[src/rtl/core/hpvt_pkg.sv]
package hpvt_pkg;

   localparam int DATA_WIDTH_DEF = 32;
   localparam int CHUNK_W        = 16;
   localparam int CHUNK_IDX_W    = 2;
   localparam int FIELD_W        = 32;
   localparam int FRAC_W         = 16;

   localparam logic [1:0] ACT_WRITE  = 2'd0;
   localparam logic [1:0] ACT_POINT  = 2'd1;
   localparam logic [1:0] ACT_VECTOR = 2'd2;

   typedef struct packed {
      logic [1:0]                 action;
      logic [3:0]                 entry_index;
      logic signed [FIELD_W-1:0]  entry_value;
      logic signed [FIELD_W-1:0]  in_x;
      logic signed [FIELD_W-1:0]  in_y;
      logic signed [FIELD_W-1:0]  in_z;
   } hpvt_req_type;

   typedef struct packed {
      logic signed [FIELD_W-1:0]  out_x;
      logic signed [FIELD_W-1:0]  out_y;
      logic signed [FIELD_W-1:0]  out_z;
      logic                       zero_divisor;
      logic                       saturated;
   } hpvt_rsp_type;

   typedef struct packed {
      logic                   load;
      logic                   mul;
      logic [CHUNK_IDX_W-1:0] chunk;
   } hpvt_mac_ctl_type;

   typedef enum logic [2:0] {
      ST_IDLE,
      ST_LOAD,
      ST_MUL,
      ST_DRAIN,
      ST_EVAL,
      ST_DIV,
      ST_PUT
   } hpvt_state_type;

   function automatic int chunk_count(int dw);
      return (dw + CHUNK_W - 1) / CHUNK_W;
   endfunction

endpackage

[src/rtl/core/homogeneous_point_vector_transform_top.sv]
// homogeneous 4x4 transform, Q16.16
// req channel (req_valid / req_stall / req_item): one item per handshake.
//   action write: entry_index / entry_value go into the matrix, no result.
//   action point: (x,y,z,1) times the full matrix, x,y,z divided by w.
//   action vector: (x,y,z,0) times the upper 3x3, no translation, no divide.
//   action code 3 is dropped without a result.
// rsp channel (rsp_valid / rsp_stall / rsp_item): one item per point or vector.
// timing:
//   write: next item taken in the following cycle.
//   point: w==0 is cut short after the w row.
//   every product goes through one 16-bit-chunk multiplier, every quotient
//   through one bit-serial divider; one item is worked on at a time.
// req_stall is high while an item is in work. a finished item sits in the
// output register; the next item is taken meanwhile and only its own result
// waits for the register to drain when rsp_stall is held.
// reset (synchronous): matrix back to identity, no result pending, idle.
module homogeneous_point_vector_transform_top import hpvt_pkg::*; #(
   parameter int DATA_WIDTH = DATA_WIDTH_DEF
) (
   input  logic         clock,
   input  logic         reset,
   input  logic         req_valid,
   output logic         req_stall,
   input  hpvt_req_type req_item,
   output logic         rsp_valid,
   input  logic         rsp_stall,
   output hpvt_rsp_type rsp_item
);

   localparam int AW  = 2 * DATA_WIDTH + 2;
   localparam int MW  = 2 * DATA_WIDTH + 1;
   localparam int OW  = (DATA_WIDTH < FIELD_W) ? DATA_WIDTH : FIELD_W;
   localparam int NCH = chunk_count(DATA_WIDTH);
   localparam int XW  = 2 * FIELD_W;

   localparam logic [DATA_WIDTH-1:0] ONE_VAL =
      (DATA_WIDTH >= FRAC_W + 2) ? DATA_WIDTH'(65536) : {1'b0, {(DATA_WIDTH-1){1'b1}}};
   localparam logic [OW-1:0] MAXP = {1'b0, {(OW-1){1'b1}}};
   localparam logic [OW-1:0] MINN = {1'b1, {(OW-1){1'b0}}};

   hpvt_state_type                state_ff, state_in;
   logic [1:0]                    row_ff, row_in;
   logic [1:0]                    term_ff, term_in;
   logic [CHUNK_IDX_W-1:0]        chunk_ff, chunk_in;
   logic                          point_ff, point_in;
   logic                          neg_ff, neg_in;
   logic                          zdiv_ff, zdiv_in;
   logic                          sat_ff, sat_in;
   logic signed [AW-1:0]          w_ff, w_in;
   logic signed [DATA_WIDTH-1:0]  crd_ff [3];
   logic signed [DATA_WIDTH-1:0]  crd_in [3];
   logic [OW-1:0]                 res_ff [3];
   logic [OW-1:0]                 res_in [3];
   logic signed [DATA_WIDTH-1:0]  mat_ff [16];
   hpvt_rsp_type                  rsp_ff, rsp_in;
   logic                          rsp_valid_ff, rsp_valid_in;
   logic                          mat_we;

   logic [XW-1:0]                 val_x64, x_x64, y_x64, z_x64;
   logic [3:0]                    rd_addr;
   logic signed [DATA_WIDTH-1:0]  mat_rd;
   hpvt_mac_ctl_type              mac_ctl;
   logic signed [AW-1:0]          mac_init;
   logic signed [AW-1:0]          mac_acc;
   logic signed [AW-1:0]          acc_abs, w_abs;
   logic signed [AW-1:0]          vfull;
   logic [OW-1:0]                 vec_val;
   logic                          vec_sat;
   logic [OW-1:0]                 pt_val;
   logic                          pt_sat;
   logic                          div_start;
   logic [OW-1:0]                 div_quot;
   logic                          div_over;
   logic                          div_done;

   // fields are taken as their low DATA_WIDTH bits of the sign-extended value
   assign val_x64 = XW'(req_item.entry_value);
   assign x_x64   = XW'(req_item.in_x);
   assign y_x64   = XW'(req_item.in_y);
   assign z_x64   = XW'(req_item.in_z);

   assign rd_addr  = {row_ff, (state_ff == ST_LOAD) ? 2'd3 : term_ff};
   assign mat_rd   = mat_ff[rd_addr];
   assign mac_init = point_ff ? (AW'(mat_rd) <<< FRAC_W) : '0;

   hpvt_mac #(.DATA_WIDTH(DATA_WIDTH)) u_mac (
      .clock (clock),
      .reset (reset),
      .ctl   (mac_ctl),
      .init  (mac_init),
      .op_a  (mat_rd),
      .op_b  (crd_ff[term_ff]),
      .acc   (mac_acc)
   );

   assign acc_abs = mac_acc[AW-1] ? -mac_acc : mac_acc;
   assign w_abs   = w_ff[AW-1] ? -w_ff : w_ff;

   hpvt_div #(.DATA_WIDTH(DATA_WIDTH)) u_div (
      .clock   (clock),
      .reset   (reset),
      .start   (div_start),
      .num_mag (acc_abs[MW-1:0]),
      .den_mag (w_abs[MW-1:0]),
      .quot    (div_quot),
      .over    (div_over),
      .done    (div_done)
   );

   // vector rounding is a floor, then clip to the output range
   assign vfull = mac_acc >>> FRAC_W;
   always_comb begin
      vec_sat = 1'b0;
      vec_val = vfull[OW-1:0];
      if (!((&vfull[AW-1:OW-1]) || !(|vfull[AW-1:OW-1]))) begin
         vec_sat = 1'b1;
         vec_val = vfull[AW-1] ? MINN : MAXP;
      end
   end

   always_comb begin
      pt_sat = 1'b0;
      pt_val = div_quot;
      if (div_over) begin
         pt_sat = 1'b1;
         pt_val = neg_ff ? MINN : MAXP;
      end else if (neg_ff) begin
         if (div_quot > MINN) begin
            pt_sat = 1'b1;
            pt_val = MINN;
         end else begin
            pt_val = -div_quot;
         end
      end else if (div_quot > MAXP) begin
         pt_sat = 1'b1;
         pt_val = MAXP;
      end
   end

   always_comb begin
      state_in     = state_ff;
      row_in       = row_ff;
      term_in      = term_ff;
      chunk_in     = chunk_ff;
      point_in     = point_ff;
      neg_in       = neg_ff;
      zdiv_in      = zdiv_ff;
      sat_in       = sat_ff;
      w_in         = w_ff;
      crd_in       = crd_ff;
      res_in       = res_ff;
      rsp_in       = rsp_ff;
      rsp_valid_in = rsp_valid_ff && rsp_stall;
      mat_we       = 1'b0;
      mac_ctl      = '0;
      div_start    = 1'b0;
      case (state_ff)
         ST_IDLE: begin
            if (req_valid) begin
               if (req_item.action == ACT_WRITE) begin
                  mat_we = 1'b1;
               end else if (req_item.action inside {ACT_POINT, ACT_VECTOR}) begin
                  point_in  = (req_item.action == ACT_POINT);
                  row_in    = (req_item.action == ACT_POINT) ? 2'd3 : 2'd0;
                  term_in   = '0;
                  chunk_in  = '0;
                  zdiv_in   = 1'b0;
                  sat_in    = 1'b0;
                  crd_in[0] = x_x64[DATA_WIDTH-1:0];
                  crd_in[1] = y_x64[DATA_WIDTH-1:0];
                  crd_in[2] = z_x64[DATA_WIDTH-1:0];
                  state_in  = ST_LOAD;
               end
            end
         end
         ST_LOAD: begin
            mac_ctl.load = 1'b1;
            state_in     = ST_MUL;
         end
         ST_MUL: begin
            mac_ctl.mul   = 1'b1;
            mac_ctl.chunk = chunk_ff;
            if (chunk_ff == CHUNK_IDX_W'(NCH - 1)) begin
               chunk_in = '0;
               if (term_ff == 2'd2) begin
                  term_in  = '0;
                  state_in = ST_DRAIN;
               end else begin
                  term_in = term_ff + 2'd1;
               end
            end else begin
               chunk_in = chunk_ff + CHUNK_IDX_W'(1);
            end
         end
         ST_DRAIN: begin
            state_in = ST_EVAL;
         end
         ST_EVAL: begin
            if (row_ff == 2'd3) begin
               w_in = mac_acc;
               if (mac_acc == '0) begin
                  res_in   = '{default: '0};
                  zdiv_in  = 1'b1;
                  state_in = ST_PUT;
               end else begin
                  row_in   = 2'd0;
                  state_in = ST_LOAD;
               end
            end else if (point_ff) begin
               div_start = 1'b1;
               neg_in    = mac_acc[AW-1] ^ w_ff[AW-1];
               state_in  = ST_DIV;
            end else begin
               res_in[row_ff] = vec_val;
               sat_in         = sat_ff | vec_sat;
               if (row_ff == 2'd2) begin
                  state_in = ST_PUT;
               end else begin
                  row_in   = row_ff + 2'd1;
                  state_in = ST_LOAD;
               end
            end
         end
         ST_DIV: begin
            if (div_done) begin
               res_in[row_ff] = pt_val;
               sat_in         = sat_ff | pt_sat;
               if (row_ff == 2'd2) begin
                  state_in = ST_PUT;
               end else begin
                  row_in   = row_ff + 2'd1;
                  state_in = ST_LOAD;
               end
            end
         end
         ST_PUT: begin
            if (!rsp_valid_ff || !rsp_stall) begin
               rsp_in.out_x        = FIELD_W'($signed(res_ff[0]));
               rsp_in.out_y        = FIELD_W'($signed(res_ff[1]));
               rsp_in.out_z        = FIELD_W'($signed(res_ff[2]));
               rsp_in.zero_divisor = zdiv_ff;
               rsp_in.saturated    = sat_ff;
               rsp_valid_in        = 1'b1;
               state_in            = ST_IDLE;
            end
         end
         default: begin
            state_in = ST_IDLE;
         end
      endcase
   end

   always_ff @(posedge clock) begin
      if (reset) begin
         state_ff <= ST_IDLE;
      end else begin
         state_ff <= state_in;
      end
   end

   always_ff @(posedge clock) begin
      if (reset) begin
         rsp_valid_ff <= 1'b0;
         for (int i = 0; i < 16; i++) begin
            mat_ff[i] <= (i % 5 == 0) ? ONE_VAL : '0;
         end
      end else begin
         rsp_valid_ff <= rsp_valid_in;
         if (mat_we) begin
            mat_ff[req_item.entry_index] <= val_x64[DATA_WIDTH-1:0];
         end
      end
      row_ff   <= row_in;
      term_ff  <= term_in;
      chunk_ff <= chunk_in;
      point_ff <= point_in;
      neg_ff   <= neg_in;
      zdiv_ff  <= zdiv_in;
      sat_ff   <= sat_in;
      w_ff     <= w_in;
      crd_ff   <= crd_in;
      res_ff   <= res_in;
      rsp_ff   <= rsp_in;
   end

   assign req_stall = (state_ff != ST_IDLE);
   assign rsp_valid = rsp_valid_ff;
   assign rsp_item  = rsp_ff;

   assert property (@(posedge clock) disable iff (reset) div_done |-> state_ff == ST_DIV)
      else $error("divider finished outside the divide step");

   assert property (@(posedge clock) disable iff (reset)
      rsp_valid_ff |-> !(rsp_ff.zero_divisor && rsp_ff.saturated))
      else $error("zero divisor and saturation flagged together");

   assert property (@(posedge clock) disable iff (reset)
      rsp_valid_ff && rsp_ff.zero_divisor |->
         rsp_ff.out_x == '0 && rsp_ff.out_y == '0 && rsp_ff.out_z == '0)
      else $error("zero divisor item carries nonzero coordinates");

endmodule

[src/rtl/core/hpvt_mac.sv]
module hpvt_mac import hpvt_pkg::*; #(
   parameter int  DATA_WIDTH = DATA_WIDTH_DEF,
   localparam int AW         = 2 * DATA_WIDTH + 2
) (
   input  logic                         clock,
   input  logic                         reset,
   input  hpvt_mac_ctl_type             ctl,
   input  logic signed [AW-1:0]         init,
   input  logic signed [DATA_WIDTH-1:0] op_a,
   input  logic signed [DATA_WIDTH-1:0] op_b,
   output logic signed [AW-1:0]         acc
);

   localparam int NCH = chunk_count(DATA_WIDTH);
   localparam int BW  = NCH * CHUNK_W;
   localparam int PW  = DATA_WIDTH + CHUNK_W + 1;

   logic signed [BW-1:0]      b_ext;
   logic [CHUNK_W-1:0]        b_part;
   logic signed [CHUNK_W:0]   b_sel;
   logic signed [PW-1:0]      prod_in;
   logic signed [PW-1:0]      prod_ff;
   logic [CHUNK_IDX_W-1:0]    shift_ff;
   logic                      pv_ff;
   logic signed [AW-1:0]      term;
   logic signed [AW-1:0]      acc_in;
   logic signed [AW-1:0]      acc_ff;

   assign b_ext   = BW'(op_b);
   assign b_part  = b_ext[ctl.chunk * CHUNK_W +: CHUNK_W];
   assign b_sel   = (ctl.chunk == CHUNK_IDX_W'(NCH - 1)) ? {b_part[CHUNK_W-1], b_part}
                                                         : {1'b0, b_part};
   assign prod_in = op_a * b_sel;

   assign term = AW'(prod_ff) <<< (CHUNK_W * shift_ff);

   always_comb begin
      acc_in = acc_ff;
      if (ctl.load) begin
         acc_in = init;
      end else if (pv_ff) begin
         acc_in = acc_ff + term;
      end
   end

   always_ff @(posedge clock) begin
      if (reset) begin
         pv_ff <= 1'b0;
      end else begin
         pv_ff <= ctl.mul;
      end
      prod_ff  <= prod_in;
      shift_ff <= ctl.chunk;
      acc_ff   <= acc_in;
   end

   assign acc = acc_ff;

   // a fresh row must not start while a partial product is still in flight
   assert property (@(posedge clock) disable iff (reset) ctl.load |-> !pv_ff)
      else $error("accumulator load collides with pending product");

endmodule

[src/rtl/core/hpvt_div.sv]
module hpvt_div import hpvt_pkg::*; #(
   parameter int  DATA_WIDTH = DATA_WIDTH_DEF,
   localparam int MW         = 2 * DATA_WIDTH + 1,
   localparam int OW         = (DATA_WIDTH < FIELD_W) ? DATA_WIDTH : FIELD_W
) (
   input  logic          clock,
   input  logic          reset,
   input  logic          start,
   input  logic [MW-1:0] num_mag,
   input  logic [MW-1:0] den_mag,
   output logic [OW-1:0] quot,
   output logic          over,
   output logic          done
);

   localparam int NW   = MW + FRAC_W;
   localparam int HW   = NW - OW;
   localparam int CNTW = $clog2(OW + 1);

   logic [NW-1:0]   dividend;
   logic [HW-1:0]   hi;
   logic [MW-1:0]   hi_ext;
   logic            over_start;
   logic [MW:0]     trial;
   logic [MW:0]     diff;
   logic            ge;

   logic [MW-1:0]   rem_ff;
   logic [OW-1:0]   sh_ff;
   logic [MW-1:0]   den_ff;
   logic [CNTW-1:0] cnt_ff;
   logic            busy_ff;
   logic            over_ff;
   logic            done_ff;

   assign dividend   = {num_mag, {FRAC_W{1'b0}}};
   assign hi         = dividend[NW-1:OW];
   assign hi_ext     = MW'(hi);
   assign over_start = (hi_ext >= den_mag);

   assign trial = {rem_ff, sh_ff[OW-1]};
   assign diff  = trial - {1'b0, den_ff};
   assign ge    = (trial >= {1'b0, den_ff});

   always_ff @(posedge clock) begin
      if (reset) begin
         busy_ff <= 1'b0;
         done_ff <= 1'b0;
      end else begin
         done_ff <= 1'b0;
         if (start) begin
            if (over_start) begin
               done_ff <= 1'b1;
            end else begin
               busy_ff <= 1'b1;
            end
         end else if (busy_ff && (cnt_ff == CNTW'(1))) begin
            busy_ff <= 1'b0;
            done_ff <= 1'b1;
         end
      end
      if (start) begin
         den_ff  <= den_mag;
         over_ff <= over_start;
         rem_ff  <= hi_ext;
         sh_ff   <= dividend[OW-1:0];
         cnt_ff  <= CNTW'(OW);
      end else if (busy_ff) begin
         rem_ff <= ge ? diff[MW-1:0] : trial[MW-1:0];
         sh_ff  <= {sh_ff[OW-2:0], ge};
         cnt_ff <= cnt_ff - CNTW'(1);
      end
   end

   assign quot = sh_ff;
   assign over = over_ff;
   assign done = done_ff;

   assert property (@(posedge clock) disable iff (reset) start |-> !busy_ff)
      else $error("divider restarted while busy");

endmodule
[config.mk]
export PLATFORM = sky130hd
export DESIGN_NAME = homogeneous_point_vector_transform_top
export DESIGN_NICKNAME = d
export VERILOG_FILES = /design/src/rtl/core/hpvt_pkg.sv /design/src/rtl/core/homogeneous_point_vector_transform_top.sv /design/src/rtl/core/hpvt_mac.sv /design/src/rtl/core/hpvt_div.sv
export SDC_FILE = /design/constraint.sdc
export NUM_CORES = 2
export LEC_CHECK = 0
export BUFFER_PORTS_ARGS = -buffer_cell sky130_fd_sc_hd__clkbuf_2
export CORE_ASPECT_RATIO = 1.75
export CORE_MARGIN = 5
export CORE_UTILIZATION = 62
export CTS_CLUSTER_DIAMETER = 40
export CTS_CLUSTER_SIZE = 24
export DETAILED_ROUTE_END_ITERATION = 7
export PLACE_DENSITY = 0.79
export SYNTH_ARGS = -nofsm -noshare
export SYNTH_HDL_FRONTEND = slang
export SYNTH_SLANG_ARGS = --single-unit
[constraint.sdc]
create_clock -name clock -period 27.3 [get_ports clock]
set_input_delay 2.73 -clock clock [delete_from_list [all_inputs] [get_ports clock]]
set_output_delay 2.73 -clock clock [all_outputs]
set_load 0.01 [all_outputs]
---- Word level (Yosys, flattened, before mapping) ----
Memory sizes are Yosys's and may differ from the RTL's.
Index checks and enable logic that the tools add are counted.
cells by class
  $add $sub $neg .......................... 9
  $mul .................................... 1
  $lt $le $gt $ge ......................... 7
  equal/unequal tests ..................... 29
  shifts and indexed selects .............. 2
  mux-type cells .......................... 100
  bitwise gates (word level) .............. 7
  reduce and logical (&&, ||, !) cells .... 35
operators with widths
  cell                  count
  $mux 32               13
  $mux 96               4
  $mux 66               3
  $mux 65               3
  $bwmux 96             2
  $pmux 96 s2           1
  $neg 65->65           2
  $mux 49               2
  $add 66x66->66        1
  $ge 66x65->1          1
  $logic_not 66->1      1
  $sshl 49x6->66        1
  $ge 49x65->1          1
  $sub 65x65->65        1
  $bmux 32 s2           1
  $demux 32 s2          1
  $mul 32x17->49        1
  $mux 3                12
  $mux 1                34
  $gt 32x31->1 const B  1
  $gt 32x32->1 const B  1
  $mux 2                16
  $neg 32->32           1
  $reduce_or 32->1      1
  other kinds (40)      85
storage, ports and cells
  flip-flop bits (word level) ............. 659
  memory bits (writable) .................. 512
  input bits .............................. 138
  output and inout port bits .............. 100
  word-level logic and storage cells ...... 225
  memories kept ........................... 1
memory list
  memory  words  width  rd ports  clocked after Yosys merged registers in  write ports  RTL line                                      source
  mat_ff  16     32     1         0                                        16           homogeneous_point_vector_transform_top.sv:54  logic signed [DATA_WIDTH-1:0] mat_ff [16];

---- Longest topological paths before layout ----
  depth in word-level cells ............... 9
  mapped depth ............................ 37
  mapped depth without buffers ............ 33

---- By module ----
Synthesis repeated with hierarchy kept, for this count alone.
second synthesis, totals
  cells, all modules ...................... 7,983
  area, all modules ....................... 81,744.6 µm²
by module, submodules not included
  module                                  instances  cells an instance  area an instance (µm²)  sequential area each (µm²)
  homogeneous_point_vector_transform_top  1          3,430              41,627.4                26,445.4
  hpvt_mac                                1          3,216              27,790.4                3,022.9
  hpvt_div                                1          1,337              12,326.8                4,734.5

---- Worst setup path before layout ----
Ideal clock, no wire load.
  kind .................................... register to register
  from .................................... reg state_ff[2]
  to ...................................... reg u_mac.prod_ff[48]
  library setup time ...................... 0.072 ns
  data arrival time ....................... 9.269 ns
  data required time ...................... 27.228 ns
  setup slack ............................. 17.959 ns
  cell stages (with the launch flop) ...... 30
  path buffers ............................ 4
  clock period less this slack ............ 9.341 ns
  cells stage by stage .................... dfxtp_1 > nor2_1 > and2_1 > clkbuf_1 > nor2_1 > clkbuf_1 > buf_1 > mux4_2 > mux2i_1 > clkbuf_1 > nor2_1 > fa_1 > fa_1 > fa_1 > fa_1 > fa_1 > inv_1 > fa_1 > inv_1 > ha_1 > a21o_1 > a2111oi_0 > o21ai_0 > a221o_1 > a31oi_1 > o311ai_0 > a41o_1 > a221o_1 > a21oi_1 > xnor2_1
on the way
  word-level cells in the longest chain between the ends .. 5
  elaborated cells on any way between the ends .. 9
  those cells by class .................... 1 x mul; 3 x eq/ne; 1 x shift; 3 x mux; 1 x memory
RTL lines
  what                                            RTL line                                       source
  start: declaration                              homogeneous_point_vector_transform_top.sv:41   hpvt_state_type state_ff, state_in;
  start signal: assignment                        homogeneous_point_vector_transform_top.sv:257  state_ff <= state_in;
  $eq 3x2->1                                      homogeneous_point_vector_transform_top.sv:157  case (state_ff)
  $mux 3                                          homogeneous_point_vector_transform_top.sv:157
  $shiftx 32x7->16 or $eq 2x1->1 (tied branches)  hpvt_mac.sv:30, hpvt_mac.sv:31
  $mux 17                                         hpvt_mac.sv:31                                 assign b_sel = (ctl.chunk == CHUNK_IDX_W'(NCH - 1)) ? {b_part[CHUNK_W-1], b_part}
  $mul 32x17->49 (*)                              hpvt_mac.sv:33                                 assign prod_in = op_a * b_sel;
  net u_mac.prod_in[48]                           hpvt_mac.sv:21                                 logic signed [PW-1:0] prod_in;
  end signal: assignment                          hpvt_mac.sv:52                                 prod_ff <= prod_in;
  end: declaration                                hpvt_mac.sv:22                                 logic signed [PW-1:0] prod_ff;
The timed path passes the listed nets; every way through them passes the cells marked *.
A chain may end at the register's enable or synchronous reset.

---- Final worst setup path ----
  from .................................... reg state_ff[1]
  to ...................................... reg u_mac.prod_ff[48]
The elaborated chain is that of the path after synthesis.

==> reports/qor.yml <==
synthesis:
  ys.flop_type: "edfxtp_1"
  synthCells: 7446
  yosysWarnings: 0
  synth_top_area_cell: "edfxtp_1"
  ys_ff_latch: 1171
  synth_common_cells: "1075 x edfxtp_1, 775 x inv_1, 645 x nand2_1"
  ys_seq_area_share_pct: 42.8
  synth_top_area_share_pct: 40.4
  synthArstFlopShare_pct: 0
  synth.area.top_cells: "edfxtp_1 40%, fa_1 13%, ha_1 4.8%"
  synth_edf_count: 1075
  synth_nets: 8415
  netlist_area_sq_um: 79900
  postSynthAreaPerCell_sq_um: 10.7
  yosysMostFrequentCell: "edfxtp_1"
  synthDistinctLibCells: 86
drt:
  drt-pass1-iter-count: 7
  wl_microns: 247000
  vias_per_cell: 6.30
  ant_nets: 0
  wire_per_inst_microns: 26.6
  first_iter_violations: 4903
  route.vias.total: 58431
  remaining_drc_errors: 0
sta:
  setup_viol: 0
  worst_pin_slew_ns: 1.53
  skew_ns: 0.0685
  fin_crit_sh_pct: 39.9
  worst_slack_ns: 16.41
  clock.fmax_mhz: 91.8
  period_needed_ns: 10.89
  max_slew_margin_pct: -3.25
  fin_setup_tns_ns: 0
  hold_violations: 0
  rsz0062_at_grt: "false"
  slew_viol_final: 3
critical_path:
  arrival_ns: 11.55
  slowest_stage: "buf_4"
  rr_startpoint: "state_ff[1]"
  critPathMaxStageDelay_ns: 0.75
  r2r_cells: 29
  cpMostUsedCell: "fa_1"
  regToRegSetupSlack_ns: 16.41
  startpoint: "state_ff[1]"
  crit_required_ns: 27.95
  end_kind: "flop"
  critPathMaxFanout: 35
  start_kind: "flop"
  r2r-end: "u_mac.prod_ff[48]"
  criticalPathCategory: "reg -> reg"
run_status:
  outcome: "finished, violations left"
  violations: "max-capacitance violations, max-slew violations"
global_routing:
  grt_pass1_wl_microns: 369000
  grt_max_degree: 129
  antenna_found_initial: 7
  track_usage_pct: 36.0
  overflow: 0
  grt_pass1_vias: 61314
placed_design:
  pre_cts_ws_ns: 16.56
  hpwl_microns: 180000
  port-buffer-count: 237
  dpl_cell_area_sq_um: 82600
  gp_congestion: 1.02
floorplan:
  fp-row-count: 174
  io_pins: 238
  initial_core_util_pct: 62.3
  die_w_microns: 281
  fp.dieH_microns: 485
  core_sq_um: 128000
  die-area_sq_um: 136000
final_layout:
  area.growth.synth_to_final_pct: 8.76
  nNetsFinal: 8465
  drive_above_1_share_pct: 9.94
  fin_area_sq_um: 86800
clocking:
  cts_root_buffer: "clkbuf_16"
  cts.path.max_buffers: 3
  cts_setup_buffers: 0
  cts_made_buffers: 112
  cts_sinks: 1171
  postCtsResizedCells: 0
  htree_levels: 3
  path_clk_slew_ns: 0.09
  holdBufCountCts: 0
  clock_latency_ns: 0.79
  cts_tree: "built"
job:
  drv_cap: 1
worst_hold_path:
  worstHoldPathCells: 0
  hold_class: "reg -> reg"
  min-delay-start: "res_ff[84]"
  timing.hold.worst_endpoint: "rsp_item[86]"
-- worst max-delay path: cells and delay by family (launching register included) --
family,cells,cell delay (ns)
xor+xnor,1,0.15
flops,1,0.54
mux,2,0.97
fa+ha+maj,7,3.55
buf+inv,6,1.97
simple gates,4,0.85
compound gates,9,2.67
-- placed cells by master, fill, tap and decap left out, types with 114 or more instances in the layout --
cell	synthesis	final
o21ai_0	277	275
fa_1	523	523
ha_1	308	308
edfxtp_1	1075	1075
clkbuf_16	0	114
nand2_1	645	644
clkbuf_2	0	237
nor2_1	550	526
and2_1	605	603
a21o_1	140	140
xnor2_1	208	208
mux2i_1	329	323
a21oi_1	373	372
inv_1	775	771
-- registers in the layout, summed over array words and instances (netlist names), 3 cells and up --
signal / count
rsp_item: 98
res_ff: 96
u_div.quot: 32
mat_ff: 512
u_div.cnt_ff: 6
state_ff: 3
w_ff: 66
crd_ff: 96
u_div.den_ff: 65
u_div.rem_ff: 65
u_mac.acc: 66
u_mac.prod_ff: 49
-- worst max-delay path by stage --
stage / endpoint / slack [ns] / depth (start not counted)
after CTS: u_mac.prod_ff[48] / 16.45 / 29
after floorplan: u_mac.prod_ff[48] / 17.96 / 29
after global routing: u_mac.prod_ff[48] / 15.73 / 29
final: u_mac.prod_ff[48] / 16.41 / 29
after detailed placement: u_mac.prod_ff[48] / 16.56 / 29
after global placement: u_mac.prod_ff[48] / 16.63 / 29
-- kinds of logic (layout without fill, tap and decap cells) --
logic type	count (synthesis)	count (layout)	synth area share, %
AO/OA/AOI/OAI	1211	1211	9.41
XOR/XNOR	304	304	3.33
adder cells (fa/ha/maj)	831	831	17.9
buffers and inverters	1191	1340	5.61
flip-flops	1171	1171	42.8
multiplexers	410	410	6.39
other	0	6	0
AND/OR/NAND/NOR	2328	2328	14.5
-- per-stage QoR --
stage | std cells | hold slack (ns) | util [%]
6_report | 9273 | 0.417 | 67.7
5_1_grt | 9269 | 0.423 | 67.7
4_1_cts | 9267 | 0.418 | 67.7
3_5_place_dp | 9054 | 0.405 | 64.4
3_3_place_gp | 9054 | 0.402 | 64.4
2_1_floorplan | 7446 | 0.400 | -
-- per-layer routing --
metal	up-vias	share of wire [%]	routed length (microns)	GRT usage [%]
met5	-	0.014	34	0
met4	4	11	27900	31.0
met3	1152	7.4	18200	5.83
met2	3028	50	123000	62.0
met1	28566	31	77700	38.0
li1	25681	-	-	-
-- final cells by class --
| type | count | area, sq um |
|---|---|---|
| Timing Repair Buffer | 350 | 2050 |
| Inverter | 777 | 2920 |
| Sequential cell | 1171 | 34200 |
| Fill cell | 9512 | 41400 |
| Antenna cell | 6 | 15.0 |
| Clock inverter | 91 | 1340 |
| Clock buffer | 122 | 2880 |
| Tap cell | 1672 | 2090 |
| Multi-Input combinational cell | 5084 | 41300 |
Power is left out: the tool's default activity adds up to more than one toggle a clock period on the data nets, which glitch-free logic cannot reach.
